$ cat config.mk
export PLATFORM = sky130hd
export DESIGN_NAME = bmp_row_pixel_packer_core_flat
export DESIGN_NICKNAME = d
export VERILOG_FILES = /design/src/hdl/brpp_pkg.sv /design/src/hdl/brpp_if.sv /design/src/hdl/brpp_cfg_regs.sv /design/src/hdl/brpp_packer.sv /design/src/hdl/brpp_serializer.sv /design/src/hdl/bmp_row_pixel_packer_core.sv /design/src/flat_wrapper.sv
export SDC_FILE = /design/constraint.sdc
export NUM_CORES = 1
export LEC_CHECK = 0
export BUFFER_PORTS_ARGS = -buffer_cell sky130_fd_sc_hd__buf_4
export CORE_AREA = 2 2 153 155
export DETAILED_ROUTE_END_ITERATION = 6
export DIE_AREA = 0 0 155 157
export GPL_ROUTABILITY_DRIVEN = 0
export HOLD_SLACK_MARGIN = 0.02
export SLEW_MARGIN = 20
export SYNTH_ARGS = -nofsm -noshare
export SYNTH_HDL_FRONTEND = slang
export SYNTH_SLANG_ARGS = --single-unit
$ cat constraint.sdc
create_clock -name clk -period 13.8 [get_ports clk]
set_input_delay 2.76 -clock clk [delete_from_list [all_inputs] [get_ports clk]]
set_output_delay 2.76 -clock clk [all_outputs]
set_load 0.02 [all_outputs]
$ cat src/hdl/brpp_pkg.sv
package brpp_pkg;

  // Pixel format codes
  localparam logic [2:0] FMT_1BPP  = 3'd0;
  localparam logic [2:0] FMT_4BPP  = 3'd1;
  localparam logic [2:0] FMT_8BPP  = 3'd2;
  localparam logic [2:0] FMT_24BPP = 3'd3;
  localparam logic [2:0] FMT_32BPP = 3'd4;
  localparam logic [2:0] FMT_MASK  = 3'd5;

  // Register indexes (byte address = 4 * index)
  localparam logic [2:0] REG_PIXEL_FORMAT       = 3'd0;
  localparam logic [2:0] REG_ROW_WIDTH          = 3'd1;
  localparam logic [2:0] REG_SOURCE_TRUECOLOR   = 3'd2;
  localparam logic [2:0] REG_TRANSPARENT_ENABLE = 3'd3;
  localparam logic [2:0] REG_TRANSPARENT_INDEX  = 3'd4;

  localparam int CFG_ADDR_W = 5;

  // Reset values
  localparam logic [2:0]  PIXEL_FORMAT_RST = FMT_8BPP;
  localparam logic [12:0] ROW_WIDTH_RST    = 13'd1;

  localparam int MAX_ROW_WIDTH_DEF = 4096;

  // Most bytes one pixel can cause: 24 bpp plus three pad bytes
  localparam int BURST_MAX = 6;

  typedef struct packed {
    logic [2:0]  pixel_format;
    logic [12:0] row_width;
    logic        source_truecolor;
    logic        transparent_enable;
    logic [7:0]  transparent_index;
    logic        clear_row;
  } cfg_t;

  typedef struct packed {
    logic [BURST_MAX-1:0][7:0] bytes;
    logic [2:0]                count;
    logic                      row_end;
  } burst_t;

endpackage

$ cat src/hdl/brpp_if.sv
interface brpp_pix_if;
  logic       valid;
  logic       ready;
  logic [7:0] palette_index;
  logic [7:0] red;
  logic [7:0] green;
  logic [7:0] blue;
  logic [6:0] alpha;

  modport source (output valid, palette_index, red, green, blue, alpha, input ready);
  modport sink   (input valid, palette_index, red, green, blue, alpha, output ready);
endinterface

interface brpp_byte_if;
  logic       valid;
  logic       ready;
  logic [7:0] data_byte;
  logic       row_end;
  logic       last;

  modport source (output valid, data_byte, row_end, last, input ready);
  modport sink   (input valid, data_byte, row_end, last, output ready);
endinterface

$ cat src/hdl/brpp_cfg_regs.sv
module brpp_cfg_regs (
  input  logic                               clk,
  input  logic                               rst_n,
  input  logic                               psel,
  input  logic                               penable,
  input  logic                               pwrite,
  input  logic [brpp_pkg::CFG_ADDR_W-1:0]    paddr,
  input  logic [31:0]                        pwdata,
  output logic [31:0]                        prdata,
  output logic                               pready,
  output brpp_pkg::cfg_t                     cfg
);
  import brpp_pkg::*;

  logic [2:0]  fmt_r;
  logic [12:0] width_r;
  logic        stc_r;
  logic        ten_r;
  logic [7:0]  tidx_r;
  logic        clr_r;
  logic        wr_en;
  logic [2:0]  reg_idx;

  assign pready  = 1'b1;
  assign reg_idx = paddr[4:2];
  assign wr_en   = psel && penable && pwrite;

  // Register writes; a format or width write restarts the row
  always_ff @(posedge clk) begin
    if (!rst_n) begin
      fmt_r   <= PIXEL_FORMAT_RST;
      width_r <= ROW_WIDTH_RST;
      stc_r   <= 1'b0;
      ten_r   <= 1'b0;
      tidx_r  <= 8'd0;
      clr_r   <= 1'b0;
    end else begin
      clr_r <= 1'b0;
      if (wr_en) begin
        case (reg_idx)
          REG_PIXEL_FORMAT: begin
            fmt_r <= pwdata[2:0];
            clr_r <= 1'b1;
          end
          REG_ROW_WIDTH: begin
            width_r <= pwdata[12:0];
            clr_r   <= 1'b1;
          end
          REG_SOURCE_TRUECOLOR:   stc_r  <= pwdata[0];
          REG_TRANSPARENT_ENABLE: ten_r  <= pwdata[0];
          REG_TRANSPARENT_INDEX:  tidx_r <= pwdata[7:0];
          default: ;
        endcase
      end
    end
  end

  // Read back
  always_comb begin
    case (reg_idx)
      REG_PIXEL_FORMAT:       prdata = {29'd0, fmt_r};
      REG_ROW_WIDTH:          prdata = {19'd0, width_r};
      REG_SOURCE_TRUECOLOR:   prdata = {31'd0, stc_r};
      REG_TRANSPARENT_ENABLE: prdata = {31'd0, ten_r};
      REG_TRANSPARENT_INDEX:  prdata = {24'd0, tidx_r};
      default:                prdata = 32'd0;
    endcase
  end

  assign cfg.pixel_format       = fmt_r;
  assign cfg.row_width          = width_r;
  assign cfg.source_truecolor   = stc_r;
  assign cfg.transparent_enable = ten_r;
  assign cfg.transparent_index  = tidx_r;
  assign cfg.clear_row          = clr_r;

endmodule

$ cat src/hdl/brpp_packer.sv
module brpp_packer #(
  parameter int MAX_ROW_WIDTH = brpp_pkg::MAX_ROW_WIDTH_DEF
) (
  input  logic              clk,
  input  logic              rst_n,
  input  brpp_pkg::cfg_t    cfg,
  brpp_pix_if.sink          in_pix,
  input  logic              burst_free,
  output logic              burst_load,
  output brpp_pkg::burst_t  burst
);
  import brpp_pkg::*;

  localparam int CW = (MAX_ROW_WIDTH > 1) ? $clog2(MAX_ROW_WIDTH) : 1;
  localparam int EW = (CW + 1 > 13) ? CW + 1 : 13;
  localparam logic [EW-1:0] MAX_W = EW'(MAX_ROW_WIDTH);

  // Input register
  logic       a_vld_r;
  logic [7:0] a_idx_r;
  logic [7:0] a_red_r;
  logic [7:0] a_grn_r;
  logic [7:0] a_blu_r;
  logic [6:0] a_alp_r;

  // Row state
  logic [CW-1:0] col_r, col_nxt;
  logic [7:0]    acc_r, acc_nxt;
  logic [2:0]    bp_r, bp_nxt;
  logic [1:0]    ph_r, ph_nxt;

  logic          a_move;
  logic [2:0]    fmt;
  logic          bitmode;
  logic          transp;
  logic [3:0]    pv;
  logic [2:0]    nb;
  logic [2:0]    shift;
  logic [7:0]    acc_pk;
  logic [7:0]    acc_a;
  logic [2:0]    bp_a;
  logic [3:0][7:0] m;
  logic [2:0]    n0;
  logic          n1;
  logic [1:0]    ph1, ph2, pad;
  logic [EW-1:0] w_eff;
  logic [EW-1:0] col_p1;
  logic          row_end;
  logic [7:0]    gray;

  assign a_move       = a_vld_r && burst_free;
  assign in_pix.ready = !a_vld_r || burst_free;
  assign burst_load   = a_move;

  // Capture the pixel
  always_ff @(posedge clk) begin
    if (!rst_n) begin
      a_vld_r <= 1'b0;
    end else if (in_pix.valid && in_pix.ready) begin
      a_vld_r <= 1'b1;
    end else if (a_move) begin
      a_vld_r <= 1'b0;
    end
  end

  always_ff @(posedge clk) begin
    if (in_pix.valid && in_pix.ready) begin
      a_idx_r <= in_pix.palette_index;
      a_red_r <= in_pix.red;
      a_grn_r <= in_pix.green;
      a_blu_r <= in_pix.blue;
      a_alp_r <= in_pix.alpha;
    end
  end

  // Pixel mapping and byte list for the held pixel
  always_comb begin
    fmt = cfg.pixel_format;
    if (fmt > FMT_MASK) fmt = FMT_8BPP;
    bitmode = (fmt == FMT_1BPP) || (fmt == FMT_4BPP) || (fmt == FMT_MASK);

    if (cfg.source_truecolor) transp = (a_alp_r == 7'd127);
    else transp = cfg.transparent_enable && (a_idx_r == cfg.transparent_index);

    gray = 8'd255 - {a_alp_r, 1'b0} - {7'd0, a_alp_r[6]};

    if (fmt == FMT_4BPP) begin
      pv = a_idx_r[3:0];
      nb = 3'd4;
    end else if (fmt == FMT_MASK) begin
      pv = {3'd0, transp};
      nb = 3'd1;
    end else begin
      pv = {3'd0, (a_idx_r != 8'd0)};
      nb = 3'd1;
    end
    shift  = bp_r + 3'd1 - nb;
    acc_pk = acc_r | ({4'd0, pv} << shift);

    m     = '0;
    n0    = 3'd0;
    acc_a = acc_r;
    bp_a  = bp_r;
    case (fmt)
      FMT_1BPP, FMT_4BPP, FMT_MASK: begin
        if (shift == 3'd0) begin
          m[0]  = acc_pk;
          n0    = 3'd1;
          acc_a = 8'd0;
          bp_a  = 3'd7;
        end else begin
          acc_a = acc_pk;
          bp_a  = bp_r - nb;
        end
      end
      FMT_24BPP: begin
        m[0] = a_blu_r;
        m[1] = a_grn_r;
        m[2] = a_red_r;
        n0   = 3'd3;
      end
      FMT_32BPP: begin
        m[0] = a_blu_r;
        m[1] = a_grn_r;
        m[2] = a_red_r;
        m[3] = gray;
        n0   = 3'd4;
      end
      default: begin
        m[0] = a_idx_r;
        n0   = 3'd1;
      end
    endcase

    // Row end: flush partial byte, then pad to four bytes except in 32 bpp
    w_eff = EW'(cfg.row_width);
    if (w_eff == '0) w_eff = EW'(1);
    if (w_eff > MAX_W) w_eff = MAX_W;
    col_p1  = EW'(col_r) + EW'(1);
    row_end = (col_p1 >= w_eff);

    n1  = row_end && bitmode && (bp_a != 3'd7);
    ph1 = ph_r + n0[1:0];
    ph2 = ph1 + {1'b0, n1};
    pad = (row_end && (fmt != FMT_32BPP)) ? 2'(2'd0 - ph2) : 2'd0;

    burst.bytes = '0;
    burst.bytes[3:0] = m;
    if (n1) burst.bytes[0] = acc_a;
    burst.count   = n0 + {2'd0, n1} + {1'b0, pad};
    burst.row_end = row_end;

    // Next row state
    col_nxt = col_r;
    acc_nxt = acc_r;
    bp_nxt  = bp_r;
    ph_nxt  = ph_r;
    if (cfg.clear_row || (a_move && row_end)) begin
      col_nxt = '0;
      acc_nxt = 8'd0;
      bp_nxt  = 3'd7;
      ph_nxt  = 2'd0;
    end else if (a_move) begin
      col_nxt = col_r + CW'(1);
      acc_nxt = acc_a;
      bp_nxt  = bp_a;
      ph_nxt  = ph1;
    end
  end

  always_ff @(posedge clk) begin
    if (!rst_n) begin
      col_r <= '0;
      acc_r <= 8'd0;
      bp_r  <= 3'd7;
      ph_r  <= 2'd0;
    end else begin
      col_r <= col_nxt;
      acc_r <= acc_nxt;
      bp_r  <= bp_nxt;
      ph_r  <= ph_nxt;
    end
  end

`ifndef NO_ASSERTIONS
  // An empty bit position means nothing is left in the accumulator
  a_acc_empty: assert property (@(posedge clk) disable iff (!rst_n)
    (bp_r == 3'd7) |-> (acc_r == 8'd0))
    else $error("accumulator holds bits at bit position seven");

  // A finished row leaves column and phase cleared
  a_row_clear: assert property (@(posedge clk) disable iff (!rst_n)
    (a_move && row_end) |=> (col_r == '0) && (ph_r == 2'd0))
    else $error("row state not cleared after row end");

  // A pixel waiting on a busy serializer stays put
  a_hold: assert property (@(posedge clk) disable iff (!rst_n)
    (a_vld_r && !burst_free) |=> (a_vld_r && $stable(a_idx_r)))
    else $error("held pixel lost while serializer busy");
`endif

endmodule

$ cat src/hdl/brpp_serializer.sv
module brpp_serializer (
  input  logic              clk,
  input  logic              rst_n,
  input  logic              burst_load,
  input  brpp_pkg::burst_t  burst,
  output logic              burst_free,
  brpp_byte_if.source       out_byte
);
  import brpp_pkg::*;

  logic                      busy_r;
  logic [BURST_MAX-1:0][7:0] bytes_r;
  logic [2:0]                cnt_r;
  logic [2:0]                ptr_r;
  logic                      rend_r;
  logic                      at_last;
  logic                      xfer;

  assign at_last    = (ptr_r == cnt_r - 3'd1);
  assign xfer       = out_byte.valid && out_byte.ready;
  assign burst_free = !busy_r || (xfer && at_last);

  assign out_byte.valid     = busy_r;
  assign out_byte.data_byte = bytes_r[ptr_r];
  assign out_byte.last      = at_last;
  assign out_byte.row_end   = at_last && rend_r;

  // Byte list held and stepped out one byte per transaction
  always_ff @(posedge clk) begin
    if (!rst_n) begin
      busy_r <= 1'b0;
      ptr_r  <= 3'd0;
    end else if (burst_load && (burst.count != 3'd0)) begin
      busy_r <= 1'b1;
      ptr_r  <= 3'd0;
    end else if (xfer) begin
      if (at_last) busy_r <= 1'b0;
      ptr_r <= ptr_r + 3'd1;
    end
  end

  always_ff @(posedge clk) begin
    if (burst_load && (burst.count != 3'd0)) begin
      bytes_r <= burst.bytes;
      cnt_r   <= burst.count;
      rend_r  <= burst.row_end;
    end
  end

`ifndef NO_ASSERTIONS
  // Read pointer stays inside the held list
  a_ptr_range: assert property (@(posedge clk) disable iff (!rst_n)
    busy_r |-> (ptr_r < cnt_r))
    else $error("serializer pointer past byte count");

  // Mid-list bytes keep the serializer busy
  a_mid_busy: assert property (@(posedge clk) disable iff (!rst_n)
    (xfer && !at_last) |=> busy_r)
    else $error("serializer dropped bytes of a list");
`endif

endmodule

$ cat src/hdl/bmp_row_pixel_packer_core.sv
// BMP row pixel packer: takes one pixel per transaction and produces the bytes of
// bitmap pixel data for the selected format (1, 4 or 8 bpp palette index, 24 bpp
// B,G,R, 32 bpp B,G,R,gray, or the icon 1-bit transparency mask), packed MSB first,
// with a partial byte flushed and, except in 32 bpp, zero padding to four bytes at
// each row end. The result channel moves one byte per cycle while the receiver is
// ready. A pixel causes 0 or 1 bytes for sub-byte formats, 1 for 8 bpp, 3 for
// 24 bpp, 4 for 32 bpp, plus up to 3 pad bytes at row end (at most 6). That
// single-byte output serializer sets the sustained rate; pixels that cause no byte
// are taken every cycle while the serializer is idle. A pixel's first byte
// appears after it passes the input register into the serializer. An input
// register and the output serializer are separate stages, so a new pixel is taken
// while the previous one is still being sent. Writing pixel_format or row_width
// drops any partial row; write registers only while the block is idle.
module bmp_row_pixel_packer_core #(
  parameter int MAX_ROW_WIDTH = brpp_pkg::MAX_ROW_WIDTH_DEF
) (
  input  logic                             clk,
  input  logic                             rst_n,
  brpp_pix_if.sink                         in_pix,
  brpp_byte_if.source                      out_byte,
  input  logic                             psel,
  input  logic                             penable,
  input  logic                             pwrite,
  input  logic [brpp_pkg::CFG_ADDR_W-1:0]  paddr,
  input  logic [31:0]                      pwdata,
  output logic [31:0]                      prdata,
  output logic                             pready
);
  import brpp_pkg::*;

  cfg_t   cfg;
  burst_t burst;
  logic   burst_load;
  logic   burst_free;

  // Configuration registers
  brpp_cfg_regs u_cfg (
    .clk     (clk),
    .rst_n   (rst_n),
    .psel    (psel),
    .penable (penable),
    .pwrite  (pwrite),
    .paddr   (paddr),
    .pwdata  (pwdata),
    .prdata  (prdata),
    .pready  (pready),
    .cfg     (cfg)
  );

  // Pixel register and byte list builder
  brpp_packer #(
    .MAX_ROW_WIDTH (MAX_ROW_WIDTH)
  ) u_packer (
    .clk        (clk),
    .rst_n      (rst_n),
    .cfg        (cfg),
    .in_pix     (in_pix),
    .burst_free (burst_free),
    .burst_load (burst_load),
    .burst      (burst)
  );

  // Output byte serializer
  brpp_serializer u_ser (
    .clk        (clk),
    .rst_n      (rst_n),
    .burst_load (burst_load),
    .burst      (burst),
    .burst_free (burst_free),
    .out_byte   (out_byte)
  );

endmodule

$ cat src/flat_wrapper.sv
// flat-port wrapper written by rule: the top's interface ports become plain ports
module bmp_row_pixel_packer_core_flat import brpp_pkg::*;
#(
  parameter int MAX_ROW_WIDTH = brpp_pkg::MAX_ROW_WIDTH_DEF
)
  (clk, rst_n, psel, penable, pwrite, paddr, pwdata, prdata, pready, in_pix_valid, in_pix_palette_index, in_pix_red, in_pix_green, in_pix_blue, in_pix_alpha, in_pix_ready, out_byte_valid, out_byte_data_byte, out_byte_row_end, out_byte_last, out_byte_ready);
  brpp_pix_if in_pix_i ();
  brpp_byte_if out_byte_i ();
  input  logic clk;
  input  logic rst_n;
  input  logic psel;
  input  logic penable;
  input  logic pwrite;
  input  logic [brpp_pkg::CFG_ADDR_W-1:0] paddr;
  input  logic [31:0] pwdata;
  output logic [31:0] prdata;
  output logic pready;
  input wire logic [$bits(in_pix_i.valid)-1:0] in_pix_valid;
  input wire logic [$bits(in_pix_i.palette_index)-1:0] in_pix_palette_index;
  input wire logic [$bits(in_pix_i.red)-1:0] in_pix_red;
  input wire logic [$bits(in_pix_i.green)-1:0] in_pix_green;
  input wire logic [$bits(in_pix_i.blue)-1:0] in_pix_blue;
  input wire logic [$bits(in_pix_i.alpha)-1:0] in_pix_alpha;
  output wire logic [$bits(in_pix_i.ready)-1:0] in_pix_ready;
  output wire logic [$bits(out_byte_i.valid)-1:0] out_byte_valid;
  output wire logic [$bits(out_byte_i.data_byte)-1:0] out_byte_data_byte;
  output wire logic [$bits(out_byte_i.row_end)-1:0] out_byte_row_end;
  output wire logic [$bits(out_byte_i.last)-1:0] out_byte_last;
  input wire logic [$bits(out_byte_i.ready)-1:0] out_byte_ready;
  assign in_pix_i.valid = in_pix_valid;
  assign in_pix_i.palette_index = in_pix_palette_index;
  assign in_pix_i.red = in_pix_red;
  assign in_pix_i.green = in_pix_green;
  assign in_pix_i.blue = in_pix_blue;
  assign in_pix_i.alpha = in_pix_alpha;
  assign in_pix_ready = in_pix_i.ready;
  assign out_byte_valid = out_byte_i.valid;
  assign out_byte_data_byte = out_byte_i.data_byte;
  assign out_byte_row_end = out_byte_i.row_end;
  assign out_byte_last = out_byte_i.last;
  assign out_byte_i.ready = out_byte_ready;
  bmp_row_pixel_packer_core #(.MAX_ROW_WIDTH(MAX_ROW_WIDTH)) u_core (.clk(clk), .rst_n(rst_n), .in_pix(in_pix_i), .out_byte(out_byte_i), .psel(psel), .penable(penable), .pwrite(pwrite), .paddr(paddr), .pwdata(pwdata), .prdata(prdata), .pready(pready));
endmodule
==> metrics.txt, run 1 <==
# TYPE chip_impl_metric gauge
chip_impl_metric{name="switching_share",unit="%"} 24.8
chip_impl_info{name="critPathKind",value="primary input to output pin"} 1
chip_impl_metric{name="floorplan.die_area",unit="sq um"} 24300
chip_impl_metric{name="firstDrtPassIters",unit=""} 5
chip_impl_metric{name="ys_types",unit=""} 67
chip_impl_metric{name="drv_slew",unit=""} 0
chip_impl_metric{name="floorplan.die.width",unit="um"} 155
chip_impl_info{name="run_status",value="finished clean"} 1
chip_impl_metric{name="post-cts-setup-buffer-count",unit=""} 0
chip_impl_metric{name="stdcell_count",unit=""} 1012
chip_impl_info{name="setup.worst_path.start_class",value="primary input"} 1
chip_impl_metric{name="post_synth_and_or_nand_nor_area_fraction",unit="%"} 17.1
chip_impl_metric{name="post_cts.resized_instances",unit=""} 0
chip_impl_metric{name="fin_tns_setup",unit="ns"} 0
chip_impl_info{name="min-delay-path-class",value="flip-flop to flip-flop"} 1
chip_impl_metric{name="avgSynthCellArea",unit="sq um"} 10.5
chip_impl_metric{name="number_of_buffers_inserted_for_hold_repair_after_clock_tree_synthesis",unit=""} 0
chip_impl_metric{name="nets",unit=""} 822
chip_impl_metric{name="post_drt_wl_per_cell",unit="um"} 14.7
chip_impl_metric{name="flow.area_growth_from_synthesis",unit="%"} 20.8
chip_impl_metric{name="first_pass_grt_wire_length",unit="um"} 24200
chip_impl_info{name="crit_path_end_kind",value="output pin"} 1
chip_impl_metric{name="synth-xor-area-share",unit="%"} 6.46
chip_impl_metric{name="setup_ws",unit="ns"} 7.00
chip_impl_metric{name="timing.hold.ws",unit="ns"} 0.460
chip_impl_metric{name="grt_max_degree",unit=""} 40
chip_impl_metric{name="syn_area",unit="sq um"} 6710
chip_impl_metric{name="coreArea",unit="sq um"} 22500
chip_impl_metric{name="yosys_warnings",unit=""} 0
chip_impl_metric{name="max_slew.worst_pin.slew",unit="ns"} 0.902
chip_impl_metric{name="route.detailed.vias_per_inst",unit=""} 4.73
chip_impl_metric{name="synthDominantCellAreaShare",unit="%"} 33.6
chip_impl_info{name="synth_top_family_by_area",value="simple AND/OR/NAND/NOR gates"} 1
chip_impl_metric{name="drt_iter0_markers",unit=""} 271
chip_impl_metric{name="cellInternalPower",unit="uW"} 761
chip_impl_metric{name="antenna_violating_nets_post_route",unit=""} 0
chip_impl_metric{name="fp-row-count",unit=""} 55
chip_impl_metric{name="number_of_inserted_diodes",unit=""} 0
chip_impl_metric{name="power.share.combinational",unit="%"} 10.9
chip_impl_metric{name="required",unit="ns"} 11.04
chip_impl_metric{name="vias_in_the_first_global_route",unit=""} 4721
chip_impl_metric{name="setup_viol",unit=""} 0
chip_impl_metric{name="worst_skew_late_latency",unit="ns"} 0.42
chip_impl_metric{name="floorplan.die.height",unit="um"} 157
chip_impl_metric{name="synth-edff-count",unit=""} 75
chip_impl_metric{name="power.share.sequential",unit="%"} 45.3
chip_impl_info{name="synth_top_cells_by_count",value="edfxtp_1 (75), nor2_1 (71), nand2_1 (66)"} 1
chip_impl_info{name="netlist.top_cell.by_area",value="edfxtp_1"} 1
chip_impl_info{name="synth_most_common_cell",value="edfxtp_1"} 1
chip_impl_metric{name="min_period_over_period",unit="%"} 49.3
chip_impl_metric{name="wirelength_routed",unit="um"} 14900
chip_impl_metric{name="clock_tree.htree_level_count",unit=""} 4
chip_impl_info{name="synth_ff_type",value="edfxtp_1"} 1
chip_impl_metric{name="p_switching",unit="uW"} 251
chip_impl_metric{name="max-cap-violations",unit=""} 0
chip_impl_info{name="synthTopCellsByArea",value="edfxtp_1 (34%), dfxtp_1 (17%), ha_1 (4.1%)"} 1
chip_impl_metric{name="post_route_cells_drive_above_1_share",unit="%"} 19.7
chip_impl_metric{name="antenna_violations_before_repair",unit=""} 0
chip_impl_metric{name="synth.yosys.seq_area_share",unit="%"} 50.6
chip_impl_info{name="rsz_0062_raised_after_global_routing",value="false"} 1
chip_impl_metric{name="detailedPlace.worstSlack",unit="ns"} 7.00
chip_impl_info{name="cts_tree",value="yes"} 1
chip_impl_metric{name="clk_pin_slew",unit="ns"} 0.06
chip_impl_metric{name="pwr-share-clk",unit="%"} 43.8
chip_impl_metric{name="dp.cells",unit=""} 981
chip_impl_metric{name="starting_density_of_the_core",unit="%"} 29.8
chip_impl_metric{name="yosys.area_share.adder",unit="%"} 4.70
chip_impl_metric{name="num_io_pins",unit=""} 128
chip_impl_metric{name="synthCells",unit=""} 636
chip_impl_metric{name="cts.path.max_buffers",unit=""} 2
chip_impl_metric{name="finalCoreUtilization",unit="%"} 36.0
chip_impl_metric{name="buffers_added_on_ports",unit=""} 86
chip_impl_metric{name="cellPowerDensity",unit="nW/um^2"} 125
chip_impl_metric{name="drc_errors",unit=""} 0
chip_impl_metric{name="compound_gate_fraction_of_synth_area",unit="%"} 10.5
chip_impl_metric{name="finalHoldViolCount",unit=""} 0
chip_impl_metric{name="ys_seq_elements",unit=""} 132
chip_impl_metric{name="synth_mux_area_share",unit="%"} 5.28
chip_impl_metric{name="dr_total_vias",unit=""} 4787
chip_impl_metric{name="finalWorstPathRequiredPeriod",unit="ns"} 6.80
chip_impl_metric{name="grt-ovfl-total",unit=""} 0
chip_impl_metric{name="clock_sinks",unit=""} 132
chip_impl_metric{name="worst-path-max-fanout",unit=""} 8
chip_impl_metric{name="max_slew_headroom_at_the_worst_pin",unit="%"} 39.8
chip_impl_metric{name="hpwlAfterDp",unit="um"} 10800
chip_impl_metric{name="max_clock_freq",unit="MHz"} 147
chip_impl_metric{name="max-vdd-ir-drop",unit="V"} 0.0000790
chip_impl_info{name="cts-root-buf",value="clkbuf_16"} 1
chip_impl_metric{name="power.static_leakage",unit="uW"} 0.00322
chip_impl_metric{name="global_route.usage.total",unit="%"} 12.8
chip_impl_metric{name="tritoncts.num_buffers",unit=""} 17
chip_impl_metric{name="fin_skew",unit="ns"} 0.00695
chip_impl_metric{name="synth-async-reset-ratio",unit="%"} 0
chip_impl_metric{name="worst_ep_arrival_time",unit="ns"} 4.04
==> worst max-delay path, cell delays in order <==
cell     delay, ns
buf_4         0.14
nor2b_1       0.43
nor2b_1       0.38
and2_1        0.19
buf_4         0.14
==> cell usage in the layout, fill, tap and decap left out, drive strengths merged, types with 18 or more instances in the layout <==
| cell | Yosys | routed |
|---|---|---|
| dfxtp | 57 | 57 |
| inv | 17 | 21 |
| buf | 27 | 88 |
| nand2 | 67 | 67 |
| conb | 2 | 20 |
| a21oi | 37 | 37 |
| xor2 | 27 | 27 |
| and2 | 26 | 26 |
| clkbuf | 19 | 18 |
| nor2 | 73 | 73 |
| ha | 22 | 22 |
| edfxtp | 75 | 75 |
==> power groups by stage <==
stage	logic, uW	clock network (uW)	registers (uW)
after floorplan	77.6	0	461
after global placement	111	0	467
after detailed placement	112	0	467
after CTS	112	450	459
after global routing	123	472	461
final	110	443	459
==> flip-flops by register name, indices dropped and copies added (netlist names), 3 cells and up <==
| name | cells |
|---|---|
| u_core.u_packer.col_r | 12 |
| u_core.u_packer.a_alp_r | 7 |
| u_core.u_cfg.tidx_r | 8 |
| u_core.u_cfg.fmt_r | 3 |
| u_core.u_ser.bytes_r | 32 |
| u_core.u_packer.a_idx_r | 8 |
| u_core.u_packer.a_red_r | 8 |
| u_core.u_packer.a_grn_r | 8 |
| u_core.u_ser.cnt_r | 3 |
| u_core.u_packer.acc_r | 8 |
| u_core.u_cfg.width_r | 13 |
| u_core.u_ser.ptr_r | 3 |
| u_core.u_packer.a_blu_r | 8 |
| u_core.u_packer.bp_r | 3 |
==> path summary, 6_finish.rpt <==
check	startpoint	endpoint	slack [ns]	cells after the start
max	paddr[2]	prdata[8]	7.00	5
min reg2reg	u_core.u_packer.acc_r[0]	u_core.u_packer.acc_r[0]	0.46	1
max reg2reg	u_core.u_cfg.fmt_r[1]	u_core.u_ser.ptr_r[1]	7.71	20
min	u_core.u_packer.acc_r[0]	u_core.u_packer.acc_r[0]	0.46	1
==> metrics by stage <==
| step | total power [uW] | area [sq um] |
|---|---|---|
| floorplan | 539 | 6770 |
| finish | 1010 | 8100 |
| CTS | 1020 | 8100 |
| global placement | 577 | 7520 |
| detailed placement | 579 | 7520 |
| global route | 1060 | 8100 |
==> layout make-up <==
| type | count | area, sq um |
|---|---|---|
| clock buffers | 18 | 429 |
| inverters | 17 | 76.3 |
| clock inverters | 13 | 151 |
| flip-flops and latches | 132 | 3390 |
| multi-input cells | 459 | 3030 |
| fillers | 2196 | 14400 |
| well taps | 285 | 357 |
| repair buffers | 88 | 661 |
==> logic make-up (layout without fill, tap and decap cells) <==
kind of cell    count (synthesis)  count (layout)
compound gates                105             105
xor+xnor                       44              44
fa+ha+maj                      24              24
buf+inv                        63             136
flops                         132             132
mux                            25              25
other cells                     2              20
simple gates                  241             241
==> layer usage <==
metal / track usage, % / wire [um] / up-vias
li1: - / - / 2391
met1: 15.7 / 6510 / 2251
met2: 21.6 / 7470 / 125
met3: 3.14 / 651 / 20
met4: 4.98 / 263 / 0
met5: 0 / 0 / -
Power figures use the tool's default switching activity.
==> run 2, diff against run 1 <==
- clock period: 13.8 -> 6.15 ns (I/O delays scaled with it)
==> run 2 against run 1 <==
Compared with the run above: the flow now finishes with violations (design-rule violations); setup slack got worse by 6.4 ns; wire length rose by 0.50%; total power rose by 130%; cell count rose by 0.49%; first-iteration DRC count rose by 52%; combinational power rose by 130%; clock power increased by 130%; critical path type is now flip-flop to flip-flop; critical endpoint is now u_core.u_ser.bytes_r[17]; largest power group unchanged.
==> metrics.txt, run 2 (synthesized netlist as in run 1, its figures left out) <==
# TYPE chip_impl_metric gauge
chip_impl_metric{name="fp-row-count",unit=""} 55
chip_impl_info{name="holdPathEnd",value="u_core.u_packer.acc_r[2]"} 1
chip_impl_metric{name="max-vdd-ir-drop",unit="V"} 0.000160
chip_impl_info{name="critical_path.top_delay_family",value="simple AND/OR/NAND/NOR gates"} 1
chip_impl_metric{name="floorplan.die_area",unit="sq um"} 24300
chip_impl_info{name="critPathKind",value="flip-flop to flip-flop"} 1
chip_impl_metric{name="buffers_added_on_ports",unit=""} 86
chip_impl_metric{name="required",unit="ns"} 6.23
chip_impl_metric{name="worst-path-max-fanout",unit=""} 29
chip_impl_metric{name="antenna_violating_nets_post_route",unit=""} 0
chip_impl_metric{name="hpwlAfterDp",unit="um"} 10800
chip_impl_metric{name="dr_total_vias",unit=""} 4859
chip_impl_info{name="setup.worst_path.start_class",value="flip-flop"} 1
chip_impl_metric{name="min_period_over_period",unit="%"} 90.5
chip_impl_metric{name="finalHoldViolCount",unit=""} 0
chip_impl_metric{name="worst_ep_arrival_time",unit="ns"} 5.65
chip_impl_metric{name="critical_path.n_buffers_inverters",unit=""} 3
chip_impl_info{name="regToRegStartpoint",value="u_core.u_cfg.fmt_r[0]"} 1
chip_impl_metric{name="largest_register_ffs",unit=""} 32
chip_impl_metric{name="dp.cells",unit=""} 985
chip_impl_info{name="layout.cells.most_common",value="buf_4"} 1
chip_impl_info{name="cp_slowest_cell",value="or3b_1"} 1
chip_impl_metric{name="cts.path.max_buffers",unit=""} 2
chip_impl_metric{name="post_route_cells_drive_above_1_share",unit="%"} 20.1
chip_impl_metric{name="finalWorstPathRequiredPeriod",unit="ns"} 5.57
chip_impl_metric{name="first_pass_grt_wire_length",unit="um"} 23700
chip_impl_metric{name="fin_tns_setup",unit="ns"} 0
chip_impl_info{name="violated_checks",value="design-rule violations"} 1
chip_impl_metric{name="max_slew.worst_pin.slew",unit="ns"} 0.890
chip_impl_info{name="hold_path_startpoint",value="u_core.u_packer.acc_r[2]"} 1
chip_impl_info{name="largest_register",value="u_core.u_ser.bytes_r"} 1
chip_impl_info{name="crit_path_end_kind",value="flip-flop"} 1
chip_impl_metric{name="post_cts.resized_instances",unit=""} 0
chip_impl_info{name="layout_top_registers",value="u_core.u_ser.bytes_r x32, u_core.u_cfg.width_r x13, u_core.u_packer.col_r x12"} 1
chip_impl_metric{name="number_of_buffers_inserted_for_hold_repair_after_clock_tree_synthesis",unit=""} 0
chip_impl_metric{name="global_route.usage.total",unit="%"} 12.5
chip_impl_info{name="most-common-layout-cells",value="buf_4 (92), edfxtp_1 (75), nor2_1 (71), nand2_1 (66), dfxtp_1 (57)"} 1
chip_impl_metric{name="drt_iter0_markers",unit=""} 411
chip_impl_metric{name="flow.area_growth_from_synthesis",unit="%"} 21.2
chip_impl_metric{name="highest_cell_delay_on_the_worst_timing_path",unit="ns"} 0.61
chip_impl_metric{name="drv_slew",unit=""} 0
chip_impl_metric{name="floorplan.die.width",unit="um"} 155
chip_impl_info{name="rsz_0062_raised_after_global_routing",value="false"} 1
chip_impl_metric{name="cellPowerDensity",unit="nW/um^2"} 280
chip_impl_metric{name="starting_density_of_the_core",unit="%"} 29.8
chip_impl_metric{name="clock_tree.htree_level_count",unit=""} 4
chip_impl_metric{name="grt_max_degree",unit=""} 40
chip_impl_info{name="min-delay-path-class",value="flip-flop to flip-flop"} 1
chip_impl_metric{name="floorplan.die.height",unit="um"} 157
chip_impl_metric{name="rr_worst_depth",unit=""} 19
chip_impl_metric{name="tritoncts.num_buffers",unit=""} 17
chip_impl_metric{name="number_of_inserted_diodes",unit=""} 0
chip_impl_info{name="cts-root-buf",value="clkbuf_16"} 1
chip_impl_metric{name="power.static_leakage",unit="uW"} 0.00324
chip_impl_metric{name="drc_errors",unit=""} 3
chip_impl_metric{name="antenna_violations_before_repair",unit=""} 0
chip_impl_metric{name="post_drt_wl_per_cell",unit="um"} 14.7
chip_impl_metric{name="worst_skew_late_latency",unit="ns"} 0.42
chip_impl_metric{name="clk_pin_slew",unit="ns"} 0.06
chip_impl_metric{name="clock_sinks",unit=""} 132
chip_impl_metric{name="cell_depth_of_the_worst_hold_path",unit=""} 1
chip_impl_metric{name="vias_in_the_first_global_route",unit=""} 4542
chip_impl_metric{name="post_dp_cell_area",unit="sq um"} 7550
chip_impl_metric{name="max_clock_freq",unit="MHz"} 180
chip_impl_metric{name="fin_skew",unit="ns"} 0.00697
chip_impl_metric{name="route.detailed.vias_per_inst",unit=""} 4.78
chip_impl_metric{name="wirelength_routed",unit="um"} 15000
chip_impl_metric{name="grt-ovfl-total",unit=""} 0
chip_impl_metric{name="max_slew_headroom_at_the_worst_pin",unit="%"} 40.7
chip_impl_metric{name="max-cap-violations",unit=""} 0
chip_impl_metric{name="stdcell_count",unit=""} 1017
chip_impl_info{name="cts_tree",value="yes"} 1
chip_impl_metric{name="nets",unit=""} 826
chip_impl_metric{name="firstDrtPassIters",unit=""} 7
chip_impl_info{name="critical_path.reg2reg.endpoint",value="u_core.u_ser.bytes_r[17]"} 1
chip_impl_metric{name="worst-r2r-setup-slack",unit="ns"} 0.58
chip_impl_metric{name="post-cts-setup-buffer-count",unit=""} 0
chip_impl_metric{name="coreArea",unit="sq um"} 22500
chip_impl_metric{name="post_route_design_area",unit="sq um"} 8130
chip_impl_info{name="critical_path.cell_chain",value="or3b_1 > inv_12 > ha_1 > ha_1 > xnor2_2 > xnor2_4 > nor3_4 > nand2_2 > nand2_1 > ha_1 > inv_1 > ha_1 > and3_1 > fa_1 > fa_1 > xnor2_1 > or3_1 > and2_1 > buf_4"} 1
chip_impl_metric{name="num_io_pins",unit=""} 128
chip_impl_metric{name="setup_viol",unit=""} 0
chip_impl_info{name="timing.critical_path.mode_cell",value="ha_1"} 1
chip_impl_info{name="run_status",value="finished, violations left"} 1
run 2: cell types whose count changed in the layout (fill, tap and decap cells not counted):
| cell | delta |
|---|---|
| clkinvlp_4 | -1 |
| clkinv_2 | +2 |
| clkinv_4 | -2 |
| clkbuf_1 | -1 |
| buf_4 | +4 |
| inv_8 | +1 |
| clkinv_1 | +2 |
run 2: where the power goes:
group          total (uW)  internal [uW]  leakage, uW  switching, uW
sequential           1030           1000      0.00119           28.3
clock                 998            600     0.000277            399
combinational         251            110      0.00178            141
run 2: area by class of cell:
type	count	area [sq um]
tap	285	357
multi-input combinational	459	3030
inverter	17	76.3
clock buffer	17	425
fill	2227	14400
clock inverter	15	155
timing repair buffer	92	691
sequential	132	3390
run 2: per-layer routing:
metal	vias up	GRT usage, %	share of wire [%]
met5	-	0	0
met4	0	4.37	1.5
met3	19	2.86	4.3
met2	132	21.1	50
met1	2308	15.8	44
li1	2400	-	-
run 2: per-stage QoR:
step / util [%] / power, uW / setup WS (ns) / hold slack, ns
after floorplan: - / 1210 / 0.821 / 0.431
after global routing: 36.1 / 2380 / 0.181 / 0.495
after CTS: 36.1 / 2300 / 0.569 / 0.463
after detailed placement: 33.5 / 1300 / 0.622 / 0.446
final: 36.1 / 2280 / 0.583 / 0.465
after global placement: 33.5 / 1300 / 0.658 / 0.439
run 2: how the worst max path moves through the flow:
stage / from / slack [ns] / depth (start not counted) / to
after global placement: u_core.u_cfg.fmt_r[0] / 0.66 / 19 / u_core.u_ser.bytes_r[9]
final: u_core.u_cfg.fmt_r[0] / 0.58 / 19 / u_core.u_ser.bytes_r[17]
after global routing: u_core.u_packer.col_r[0] / 0.18 / 22 / u_core.u_ser.bytes_r[13]
after CTS: u_core.u_packer.col_r[0] / 0.57 / 22 / u_core.u_ser.bytes_r[31]
after floorplan: u_core.u_packer.col_r[0] / 0.82 / 22 / u_core.u_ser.ptr_r[0]
after detailed placement: u_core.u_packer.col_r[0] / 0.62 / 22 / u_core.u_ser.bytes_r[10]
